File: config.mk
export PLATFORM = sky130hd
export DESIGN_NAME = jpeg_frame_header_scanner_unit
export DESIGN_NICKNAME = d
export VERILOG_FILES = /design/src/sv/jfhs_pkg.sv /design/src/sv/jfhs_parser.sv /design/src/sv/jpeg_frame_header_scanner_unit.sv
export SDC_FILE = /design/constraint.sdc
export NUM_CORES = 1
export LEC_CHECK = 0
export BUFFER_PORTS_ARGS = -buffer_cell sky130_fd_sc_hd__clkbuf_2
export CORE_ASPECT_RATIO = 1.75
export CORE_UTILIZATION = 60
export CTS_BUF_LIST = sky130_fd_sc_hd__clkbuf_4 sky130_fd_sc_hd__clkbuf_8
export CTS_CLUSTER_SIZE = 14
export DETAILED_ROUTE_END_ITERATION = 10
export PLACE_DENSITY = 0.77
export SETUP_SLACK_MARGIN = 0.02
export SYNTH_ARGS = -nofsm -noshare
export SYNTH_HDL_FRONTEND = slang
export SYNTH_HIERARCHICAL = 1
export SYNTH_SLANG_ARGS = --single-unit
File: constraint.sdc
create_clock -name clk_i -period 14.3 [get_ports clk_i]
set_input_delay 0.715 -clock clk_i [delete_from_list [all_inputs] [get_ports clk_i]]
set_output_delay 0.715 -clock clk_i [all_outputs]
set_load 0.005 [all_outputs]
File: src/sv/jfhs_pkg.sv
// Shared types and constants for the JPEG frame header scanner.
package jfhs_pkg;

  localparam logic [31:0] MaxPixelsReset = 32'd16777216;
  localparam logic [15:0] ScanLimitReset = 16'd8192;

  localparam logic [7:0] ByteFill = 8'hFF;
  localparam logic [7:0] ByteZero = 8'h00;
  localparam logic [7:0] MarkSoi  = 8'hD8;
  localparam logic [7:0] MarkEoi  = 8'hD9;
  localparam logic [7:0] MarkTem  = 8'h01;
  localparam logic [7:0] MarkRst0 = 8'hD0;
  localparam logic [7:0] MarkSofLo = 8'hC0;
  localparam logic [7:0] MarkSofHi = 8'hCF;
  localparam logic [7:0] MarkDht  = 8'hC4;
  localparam logic [7:0] MarkJpg  = 8'hC8;
  localparam logic [7:0] MarkDac  = 8'hCC;

  typedef enum logic [1:0] {
    CMD_DATA  = 2'd0,
    CMD_START = 2'd1,
    CMD_EOF   = 2'd2,
    CMD_NONE  = 2'd3
  } cmd_e;

  typedef enum logic [0:0] {
    REG_MAX_PIXELS = 1'b0,
    REG_SCAN_LIMIT = 1'b1
  } reg_e;

  typedef enum logic [1:0] {
    ST_FOUND  = 2'd0,
    ST_NO_SOI = 2'd1,
    ST_BAD    = 2'd2,
    ST_NO_SOF = 2'd3
  } status_e;

  typedef enum logic [3:0] {
    PH_IDLE     = 4'd0,
    PH_SOI0     = 4'd1,
    PH_SOI1     = 4'd2,
    PH_HUNT     = 4'd3,
    PH_MARK     = 4'd4,
    PH_LEN0     = 4'd5,
    PH_LEN0_SOF = 4'd6,
    PH_LEN1     = 4'd7,
    PH_LEN1_SOF = 4'd8,
    PH_SKIP     = 4'd9,
    PH_SOF      = 4'd10
  } phase_e;

  typedef struct packed {
    logic        emit;
    status_e     status;
    logic [15:0] width;
    logic [15:0] height;
  } result_t;

endpackage

File: src/sv/jfhs_parser.sv
// Marker parser: per-byte scan state and result decision.
module jfhs_parser (
  input  logic                  clk_i,
  input  logic                  rst_ni,
  input  logic                  step_i,
  input  jfhs_pkg::cmd_e        cmd_i,
  input  logic [7:0]            byte_i,
  input  logic [31:0]           max_pixels_i,
  input  logic [15:0]           scan_limit_i,
  output jfhs_pkg::result_t     result_o
);
  import jfhs_pkg::*;

  phase_e      phase_q, phase_d;
  logic [15:0] iter_q, iter_d;
  logic [15:0] skip_q, skip_d;
  logic [7:0]  len_hi_q, len_hi_d;
  logic [2:0]  hbi_q, hbi_d;
  logic [15:0] height_q, height_d;
  logic [7:0]  width_hi_q, width_hi_d;

  logic [15:0] iter_inc;
  logic [15:0] len_full;
  logic [15:0] skip_dec;
  logic [15:0] width_full;
  logic [31:0] area;
  logic        is_sof;

  assign iter_inc   = iter_q + 16'd1;
  assign len_full   = {len_hi_q, byte_i};
  assign skip_dec   = skip_q - 16'd1;
  assign width_full = {width_hi_q, byte_i};
  assign area       = 32'(width_full) * 32'(height_q);
  assign is_sof     = (byte_i >= MarkSofLo) && (byte_i <= MarkSofHi) &&
                      (byte_i != MarkDht) && (byte_i != MarkJpg) && (byte_i != MarkDac);

  always_comb begin
    phase_d    = phase_q;
    iter_d     = iter_q;
    skip_d     = skip_q;
    len_hi_d   = len_hi_q;
    hbi_d      = hbi_q;
    height_d   = height_q;
    width_hi_d = width_hi_q;
    result_o   = '{emit: 1'b0, status: ST_FOUND, width: 16'd0, height: 16'd0};

    case (cmd_i)
      CMD_START: begin
        phase_d    = PH_SOI0;
        iter_d     = '0;
        skip_d     = '0;
        len_hi_d   = '0;
        hbi_d      = '0;
        height_d   = '0;
        width_hi_d = '0;
      end
      CMD_EOF: begin
        if (phase_q != PH_IDLE) begin
          result_o.emit   = 1'b1;
          result_o.status = (phase_q == PH_SOI0 || phase_q == PH_SOI1) ? ST_NO_SOI
                                                                         : ST_NO_SOF;
          phase_d = PH_IDLE;
        end
      end
      CMD_DATA: begin
        // end_iter marks an outer iteration done: bump the count, then guard
        logic end_iter;
        logic guard;
        logic [15:0] guard_cnt;
        end_iter  = 1'b0;
        guard     = 1'b0;
        guard_cnt = iter_q;
        case (phase_q)
          PH_SOI0: begin
            if (byte_i != ByteFill) begin
              result_o.emit = 1'b1; result_o.status = ST_NO_SOI; phase_d = PH_IDLE;
            end else begin
              phase_d = PH_SOI1;
            end
          end
          PH_SOI1: begin
            if (byte_i != MarkSoi) begin
              result_o.emit = 1'b1; result_o.status = ST_NO_SOI; phase_d = PH_IDLE;
            end else begin
              guard = 1'b1;
            end
          end
          PH_HUNT: begin
            if (byte_i != ByteFill) end_iter = 1'b1;
            else phase_d = PH_MARK;
          end
          PH_MARK: begin
            if (byte_i == ByteFill) begin
              phase_d = PH_MARK;
            end else if (byte_i == ByteZero) begin
              end_iter = 1'b1;
            end else if (byte_i == MarkEoi) begin
              result_o.emit = 1'b1; result_o.status = ST_NO_SOF; phase_d = PH_IDLE;
            end else if (byte_i == MarkTem || (byte_i >= MarkRst0 && byte_i <= MarkSoi)) begin
              end_iter = 1'b1;
            end else begin
              phase_d = is_sof ? PH_LEN0_SOF : PH_LEN0;
            end
          end
          PH_LEN0, PH_LEN0_SOF: begin
            len_hi_d = byte_i;
            phase_d  = (phase_q == PH_LEN0_SOF) ? PH_LEN1_SOF : PH_LEN1;
          end
          PH_LEN1, PH_LEN1_SOF: begin
            if (len_full < 16'd2) begin
              result_o.emit = 1'b1; result_o.status = ST_NO_SOF; phase_d = PH_IDLE;
            end else if (phase_q == PH_LEN1_SOF) begin
              hbi_d   = '0;
              phase_d = PH_SOF;
            end else begin
              skip_d = len_full - 16'd2;
              if (len_full == 16'd2) end_iter = 1'b1;
              else phase_d = PH_SKIP;
            end
          end
          PH_SKIP: begin
            skip_d = skip_dec;
            if (skip_dec == 16'd0) end_iter = 1'b1;
          end
          PH_SOF: begin
            hbi_d = hbi_q + 3'd1;
            case (hbi_q)
              3'd0: ;
              3'd1: height_d = {byte_i, 8'h00};
              3'd2: height_d = {height_q[15:8], byte_i};
              3'd3: width_hi_d = byte_i;
              default: begin
                hbi_d         = hbi_q;
                result_o.emit = 1'b1;
                phase_d       = PH_IDLE;
                result_o.width = width_full;
                if (width_full == 16'd0 || height_q == 16'd0 || area > max_pixels_i) begin
                  result_o.status = ST_BAD;
                end else begin
                  result_o.status = ST_FOUND;
                  result_o.height = height_q;
                end
              end
            endcase
          end
          default: ;
        endcase

        if (end_iter) begin
          iter_d    = iter_inc;
          guard     = 1'b1;
          guard_cnt = iter_inc;
        end
        if (guard) begin
          if (guard_cnt >= scan_limit_i) begin
            result_o.emit = 1'b1; result_o.status = ST_NO_SOF; phase_d = PH_IDLE;
          end else begin
            phase_d = PH_HUNT;
          end
        end
      end
      default: ;
    endcase
  end

  always_ff @(posedge clk_i or negedge rst_ni) begin
    if (!rst_ni) begin
      phase_q    <= PH_IDLE;
      iter_q     <= '0;
      skip_q     <= '0;
      len_hi_q   <= '0;
      hbi_q      <= '0;
      height_q   <= '0;
      width_hi_q <= '0;
    end else if (step_i) begin
      phase_q    <= phase_d;
      iter_q     <= iter_d;
      skip_q     <= skip_d;
      len_hi_q   <= len_hi_d;
      hbi_q      <= hbi_d;
      height_q   <= height_d;
      width_hi_q <= width_hi_d;
    end
  end

endmodule

File: src/sv/jpeg_frame_header_scanner_unit.sv
// JPEG frame header scanner: input register, marker parser, result register.
// A result reaches the master side from the result register, which loads as the
// byte that ends the scan leaves the input register. Throughput: one beat per
// cycle; a stalled result register backs up into the input register.
// Reset: scanner idle awaiting a start command, registers at their defaults,
// both registers empty.
module jpeg_frame_header_scanner_unit (
  input  logic        clk_i,
  input  logic        rst_ni,
  input  logic        s_axis_tvalid_i,
  output logic        s_axis_tready_o,
  input  logic [7:0]  s_axis_tdata_i,   // [7:0] data_byte
  input  logic [1:0]  s_axis_tuser_i,   // [1:0] command
  output logic        m_axis_tvalid_o,
  input  logic        m_axis_tready_i,
  output logic [31:0] m_axis_tdata_o,   // [15:0] image_width, [31:16] image_height
  output logic [1:0]  m_axis_tuser_o,   // [1:0] status
  input  logic        cfg_valid_i,
  output logic        cfg_ready_o,
  input  logic [7:0]  cfg_index_i,
  input  logic [31:0] cfg_data_i
);
  import jfhs_pkg::*;

  logic        in_v_q;
  cmd_e        in_cmd_q;
  logic [7:0]  in_byte_q;
  logic        out_v_q;
  status_e     out_status_q;
  logic [15:0] out_w_q, out_h_q;
  logic [31:0] max_pixels_q;
  logic [15:0] scan_limit_q;
  logic        consume;
  result_t     res;

  assign consume         = in_v_q && (!out_v_q || m_axis_tready_i);
  assign s_axis_tready_o = !in_v_q || consume;
  assign cfg_ready_o     = 1'b1;

  jfhs_parser u_parser (
    .clk_i        (clk_i),
    .rst_ni       (rst_ni),
    .step_i       (consume),
    .cmd_i        (in_cmd_q),
    .byte_i       (in_byte_q),
    .max_pixels_i (max_pixels_q),
    .scan_limit_i (scan_limit_q),
    .result_o     (res)
  );

  always_ff @(posedge clk_i or negedge rst_ni) begin
    if (!rst_ni) begin
      in_v_q       <= 1'b0;
      out_v_q      <= 1'b0;
      max_pixels_q <= MaxPixelsReset;
      scan_limit_q <= ScanLimitReset;
    end else begin
      if (s_axis_tready_o) in_v_q <= s_axis_tvalid_i;
      if (consume && res.emit) out_v_q <= 1'b1;
      else if (m_axis_tready_i) out_v_q <= 1'b0;
      if (cfg_valid_i && cfg_index_i[7:1] == 7'd0) begin
        case (reg_e'(cfg_index_i[0]))
          REG_MAX_PIXELS: max_pixels_q <= cfg_data_i;
          REG_SCAN_LIMIT: scan_limit_q <= cfg_data_i[15:0];
          default: ;
        endcase
      end
    end
  end

  // payload holds without reset
  always_ff @(posedge clk_i) begin
    if (s_axis_tready_o && s_axis_tvalid_i) begin
      in_cmd_q  <= cmd_e'(s_axis_tuser_i);
      in_byte_q <= s_axis_tdata_i;
    end
    if (consume && res.emit) begin
      out_status_q <= res.status;
      out_w_q      <= res.width;
      out_h_q      <= res.height;
    end
  end

  assign m_axis_tvalid_o = out_v_q;
  assign m_axis_tdata_o  = {out_h_q, out_w_q};
  assign m_axis_tuser_o  = out_status_q;

endmodule
# Yosys cells after proc, flatten, opt, wreduce, memory -nomap -nowiden
# Cells that the tools add are included.
# classes
addsub,4
multipliers,1
order_cmp,7
eq_ne,44
n_mux,70
n_bitwise,3
reduce_logical,43
# ops
op,n
16-bit one-hot mux with 2 select lines,5
16-bit 2-to-1 mux,6
4-bit 2-to-1 mux,13
16-bit logical NOT,3
"8-bit inequality test, second input constant",5
3-bit 2-to-1 mux,12
35-bit 2-to-1 mux,1
32-bit greater-than comparator,1
16-bit by 16-bit multiplier with 32-bit output,1
8-bit one-hot mux with 2 select lines,2
4-bit one-hot mux with 7 select lines,1
8-bit 2-to-1 mux,3
"3-bit inequality test, second input constant",6
3-bit one-hot mux with 2 select lines,3
"16-bit by 1-bit adder with 16-bit output, second input constant",1
"16-bit by 2-bit equality test with 1-bit output, second input constant",1
"4-bit by 3-bit equality test with 1-bit output, second input constant",4
"8-bit equality test, second input constant",2
16-bit greater-or-equal comparator,1
"8-bit greater-or-equal comparator, second input constant",2
"8-bit <= comparator, second input constant",2
"16-bit by 2-bit less-than comparator with 1-bit output, second input constant",1
1-bit 2-to-1 mux,16
"16-bit by 1-bit subtractor with 16-bit output, second input constant",1
43 further kinds,79
# totals
register_bits,165
inputBits,55
word_cells,189

# Depth between registers and ports, before layout
# depth
ltp_word,17
ltp_mapped,34
mapped_depth_nobuf,31

# Hierarchy
# Netlist, hierarchy kept.
# by_module_without_submodules
module,instances,cells_each,area_each_um2
jfhs_parser,1,1765,14555.2
jpeg_frame_header_scanner_unit,1,163,3289.4

# Least setup slack after synthesis
# No wires, ideal clock.
# synth_timing
path_kind,register to register
startpoint,register in_byte_q[5]
endpoint,"register out_h_q[9], data pin"
setup_ns,0.132
t_arrival_ns,7.654
t_required_ns,14.168
slack_ns,6.514
path_stages_with_launch,30
period_less_slack_ns,7.786
cell_sequence,edfxtp_1 -> clkbuf_1 -> clkbuf_1 -> nand2_1 -> fa_1 -> inv_1 -> fa_1 -> fa_1 -> fa_1 -> fa_1 -> inv_1 -> fa_1 -> inv_1 -> ha_1 -> a21o_1 -> a2111oi_0 -> a21oi_1 -> a31o_2 -> a311o_1 -> a21oi_1 -> xnor2_1 -> ha_1 -> nand4_1 -> a21oi_1 -> o31a_1 -> a311oi_1 -> nand3_1 -> a21oi_1 -> clkbuf_1 -> and2_1
# synth_between
elab_chain_cells,4
word_cells_on_any_way,6
# synth_lines
element,line,text
start: declaration,jpeg_frame_header_scanner_unit.sv:27,logic [7:0] in_byte_q;
start signal: assignment,jpeg_frame_header_scanner_unit.sv:75,in_byte_q <= s_axis_tdata_i;
16-bit by 16-bit multiplier with 32-bit output / 16-bit logical NOT (equally long branches),"jfhs_parser.sv:33, jfhs_parser.sv:137",
32-bit greater-than comparator / 1-bit logical OR (equally long branches),jfhs_parser.sv:137,if (width_full == 16'd0 || height_q == 16'd0 || area > max_pixels_i) begin
1-bit logical OR *,jfhs_parser.sv:137,
7-bit OR reduction (no source line) *,--,
end signal: assignment,jpeg_frame_header_scanner_unit.sv:80,out_h_q <= res.height;
end: declaration,jpeg_frame_header_scanner_unit.sv:30,"logic [15:0] out_w_q, out_h_q;"
# Every way passes the cells marked *; elsewhere a longest branch is shown, timed or not.
# A chain may end at the register's enable or synchronous reset.

# Worst setup path after layout
# layout_timing
startpoint,register in_byte_q[7]
endpoint,"register out_h_q[0], data pin"
# The elaborated chain is that of the path after synthesis.

==> metrics.csv <==
stage,metric,value,unit
timing,setup_viol,0,
cts,cts_buffers,17,
power,switching_power,0.404,mW
floorplan,num_rows,83,
synthesis,synth_seq_cells,165,
flow_run,maxCapViolations,0,
synthesis,yosys.area.top_type,fa_1,
critical_path,cp_slowest_cell,a21oi_1,
critical_path,cp_max_fo,16,
timing,max_freq,0.108,GHz
floorplan,die_w,132,um
min_path,hold_path.class,in2async,
global_routing,grt_pass1_wl,73.9,mm
critical_path,r2r_setup_slack,5.03,ns
synthesis,synth.area.top_cells,"fa_1 (22%), dfrtp_1 (17%), ha_1 (11%)",
routing,vias_per_cell,5.92,
synthesis,synth-edff-count,44,
synthesis,synth_warnings,6,
timing,whs,0.252,ns
timing,fin_skew,0.0132,ns
critical_path,worstSetupEndpointType,register,
synthesis,syn_inst,1928,
routing,wl_met2,23.9,mm
power,pwr-share-clk,30.0,%
critical_path,crit_path_frequent_cell,fa_1,
power,p_int,0.736,mW
critical_path,cpPeakStageDelay,0.94,ns
place,dp_cells,2313,
timing,finalSetupTns,0,ns
synthesis,yosysTopAreaCellShare,21.8,%
routing,top_layer_used,met4,
timing,hold_viol,0,
power,p_per_area,60.4,nW/um^2
synthesis,syn_area,17800,um^2
layout,diodes,0,
cts,cts.sink_count,165,
routing,first_iter_violations,931,
global_routing,grt_usage,31.1,%
place,gp_congestion,0.900,
global_routing,grt_pass1_vias,14778,
timing,final.min_clock_period,9.27,ns
global_routing,grt_max_degree,63,
synthesis,synth_ff_type,dfrtp_1,
cts,clk_latency,0.51,ns
floorplan,dieArea,30500,um^2
cts,cts_max_level,4,
timing,slew_violations,0,
cts,postCtsResizedCells,0,
critical_path,cp.buffers_inverters,4,
layout,fin_nets,2362,
synthesis,synthArstFlopShare,73.3,%
timing,rsz0062_at_grt,false,
critical_path,crit_family,adder cells,
routing,vias,13890,
global_routing,antenna_found_initial,0,
place,pre_cts_slack,5.17,ns
critical_path,crit_path_start_kind,register,
routing,met1Wirelength,16.1,mm
timing,finalCritPeriodShare,64.8,%
timing,max-slew-margin-rel,13.7,%
cts,cts_root_buffer,clkbuf_8,
critical_path,crit_required,14.67,ns
cts,post-cts-setup-buffers,0,
power,p_leak,9.29,nW
timing,worst_pin_slew,1.29,ns
critical_path,arrival,9.63,ns
place,port_buffers,90,
floorplan,ioPinCount,92,
timing,finalWorstSetupSlack,5.03,ns
layout,area_delta_synth_final,5.70,%
power,p_sw_share,35.4,%
layout,instances_no_fill,2345,
floorplan,die_y,230,um
synthesis,synth_cell_types,72,
cts,cts-hold-fix-buffers,0,
power,seqPwrFrac,49.4,%
routing,drtPass1Iterations,5,
floorplan,coreArea,29300,um^2
cts,cts_tree,yes,
routing,drtAntennaViolNets,0,
place,dp_hpwl,34.1,mm
power,vdd_drop_max,0.0590,mV
critical_path,criticalPathCategory,reg2reg,
global_routing,grt_remaining_overflow,0,
routing,drt-wirelength-per-cell,18.9,um
synthesis,synth-seq-area-share,24.4,%
cts,clock_tree.buffer_depth,2,
cts,clk_pin_slew,0.10,ns
power,pwr-share-comb,20.6,%
routing,drt_wl_total,44.3,mm
floorplan,start_util,60.9,%
synthesis,syn_area_per_cell,9.26,um^2
synthesis,synth_nets,2340,
routing,drc_errors,0,
run_status,status,completed,
routing,met3_length,2.35,mm
layout,drive_gt1_share,10.9,%
-- per-stage QoR --
stage | total power [mW] | utilization, % | instance area (um^2)
after CTS | 1.15 | 64.4 | 18900
after global placement | 0.798 | 63.1 | 18500
after detailed placement | 0.804 | 63.1 | 18500
final | 1.14 | 64.4 | 18900
after global routing | 1.19 | 64.4 | 18900
after floorplan | 0.712 | - | 17800
-- sequential cells by signal, summed over array words and instances (netlist names) --
| register | cells |
|---|---|
| max_pixels_q | 32 |
| out_w_q | 16 |
| u_parser/phase_q | 4 |
| out_h_q | 16 |
| m_axis_tvalid_o | 1 |
| u_parser/iter_q | 16 |
| u_parser/width_hi_q | 8 |
| u_parser/len_hi_q | 8 |
| u_parser/height_q | 16 |
| scan_limit_q | 16 |
| in_cmd_q | 2 |
| in_byte_q | 8 |
| u_parser/skip_q | 16 |
| in_v_q | 1 |
| m_axis_tuser_o | 2 |
| u_parser/hbi_q | 3 |
-- path summary, 6_finish.rpt --
path / end / start / cells after the start
max: out_h_q[0] / in_byte_q[7] / 28
min: in_v_q / rst_ni / 1
max reg2reg: out_h_q[0] / in_byte_q[7] / 28
min reg2reg: max_pixels_q[31] / max_pixels_q[31] / 1
max in group asynchronous: max_pixels_q[25] / rst_ni / 2
min in group clk_i: in_byte_q[3] / s_axis_tdata_i[3] / 1
-- placed cells by master, fill, tap and decap left out, types with 9 or more instances in the layout --
master	instances
a21o_1	21
nor3_1	18
nand4_1	16
nor2_1	82
inv_1	302
edfxtp_1	44
nor2b_1	9
mux2_4	10
nand2b_1	10
nor4_1	15
and2_1	156
clkbuf_2	89
nand2_1	224
a22o_1	20
xor2_1	19
a21oi_1	66
o21ai_0	89
a31oi_1	13
buf_4	18
o31ai_1	9
or3_1	12
fa_1	194
mux2_2	39
clkbuf_8	17
dfrtp_1	119
xnor2_1	38
nand3_1	16
ha_1	163
o41ai_1	9
-- layout make-up --
class | count | area (um^2)
clock buffer | 17 | 234
clock inverter | 15 | 154
fill | 2436 | 10400
inverter | 303 | 1140
multi-input combinational | 1356 | 11900
sequential | 165 | 4350
tap | 382 | 478
timing repair buffer | 107 | 581
-- power by group through the flow --
stage          Clock, mW  Sequential [mW]  Combinational, mW
2_1_floorplan          0            0.545              0.167
3_3_place_gp           0            0.571              0.227
3_5_place_dp           0            0.572              0.232
4_1_cts            0.350            0.562              0.234
5_1_grt            0.367            0.568              0.259
6_report           0.342            0.564              0.234
-- Yosys cell counts (all sizes together), types with 5 or more instances --
cell and instances:
or3 13, mux2 51, buf 15, nor2b 9
or4 8, xor2 19, nand4 17, o22ai 5
a22o 20, o41ai 10, nor4 15, a211oi 7
fa 194, edfxtp 44, dfrtp 119, inv 302
o211ai 7, nand2 224, nor3 21, a31oi 13
a21oi 66, clkbuf 89, xnor2 38, o21ai 92
a21o 21, nand2b 10, or2 8, a41oi 8
ha 163, and3 7, and2 156, nor2 83
nand3 16, o21a 6, o31ai 9
-- layer usage --
metal / vias to the layer above / track usage, %
met5: - / 0
met4: 0 / 16.2
met3: 134 / 3.88
met2: 512 / 57.1
met1: 6930 / 34.9
li1: 6314 / -
-- cells by family (layout without fill, tap and decap cells) --
group,Yosys count,count (layout),share of synthesized area [%]
compound gates,292,292,10.4
xor+xnor,57,57,2.80
fa+ha+maj,357,357,33.2
buf+inv,407,442,8.86
flops,165,165,24.4
mux,51,51,3.43
other cells,1,1,0.0210
simple gates,598,598,16.9
Note: power is estimated with default switching activity, not from simulation.
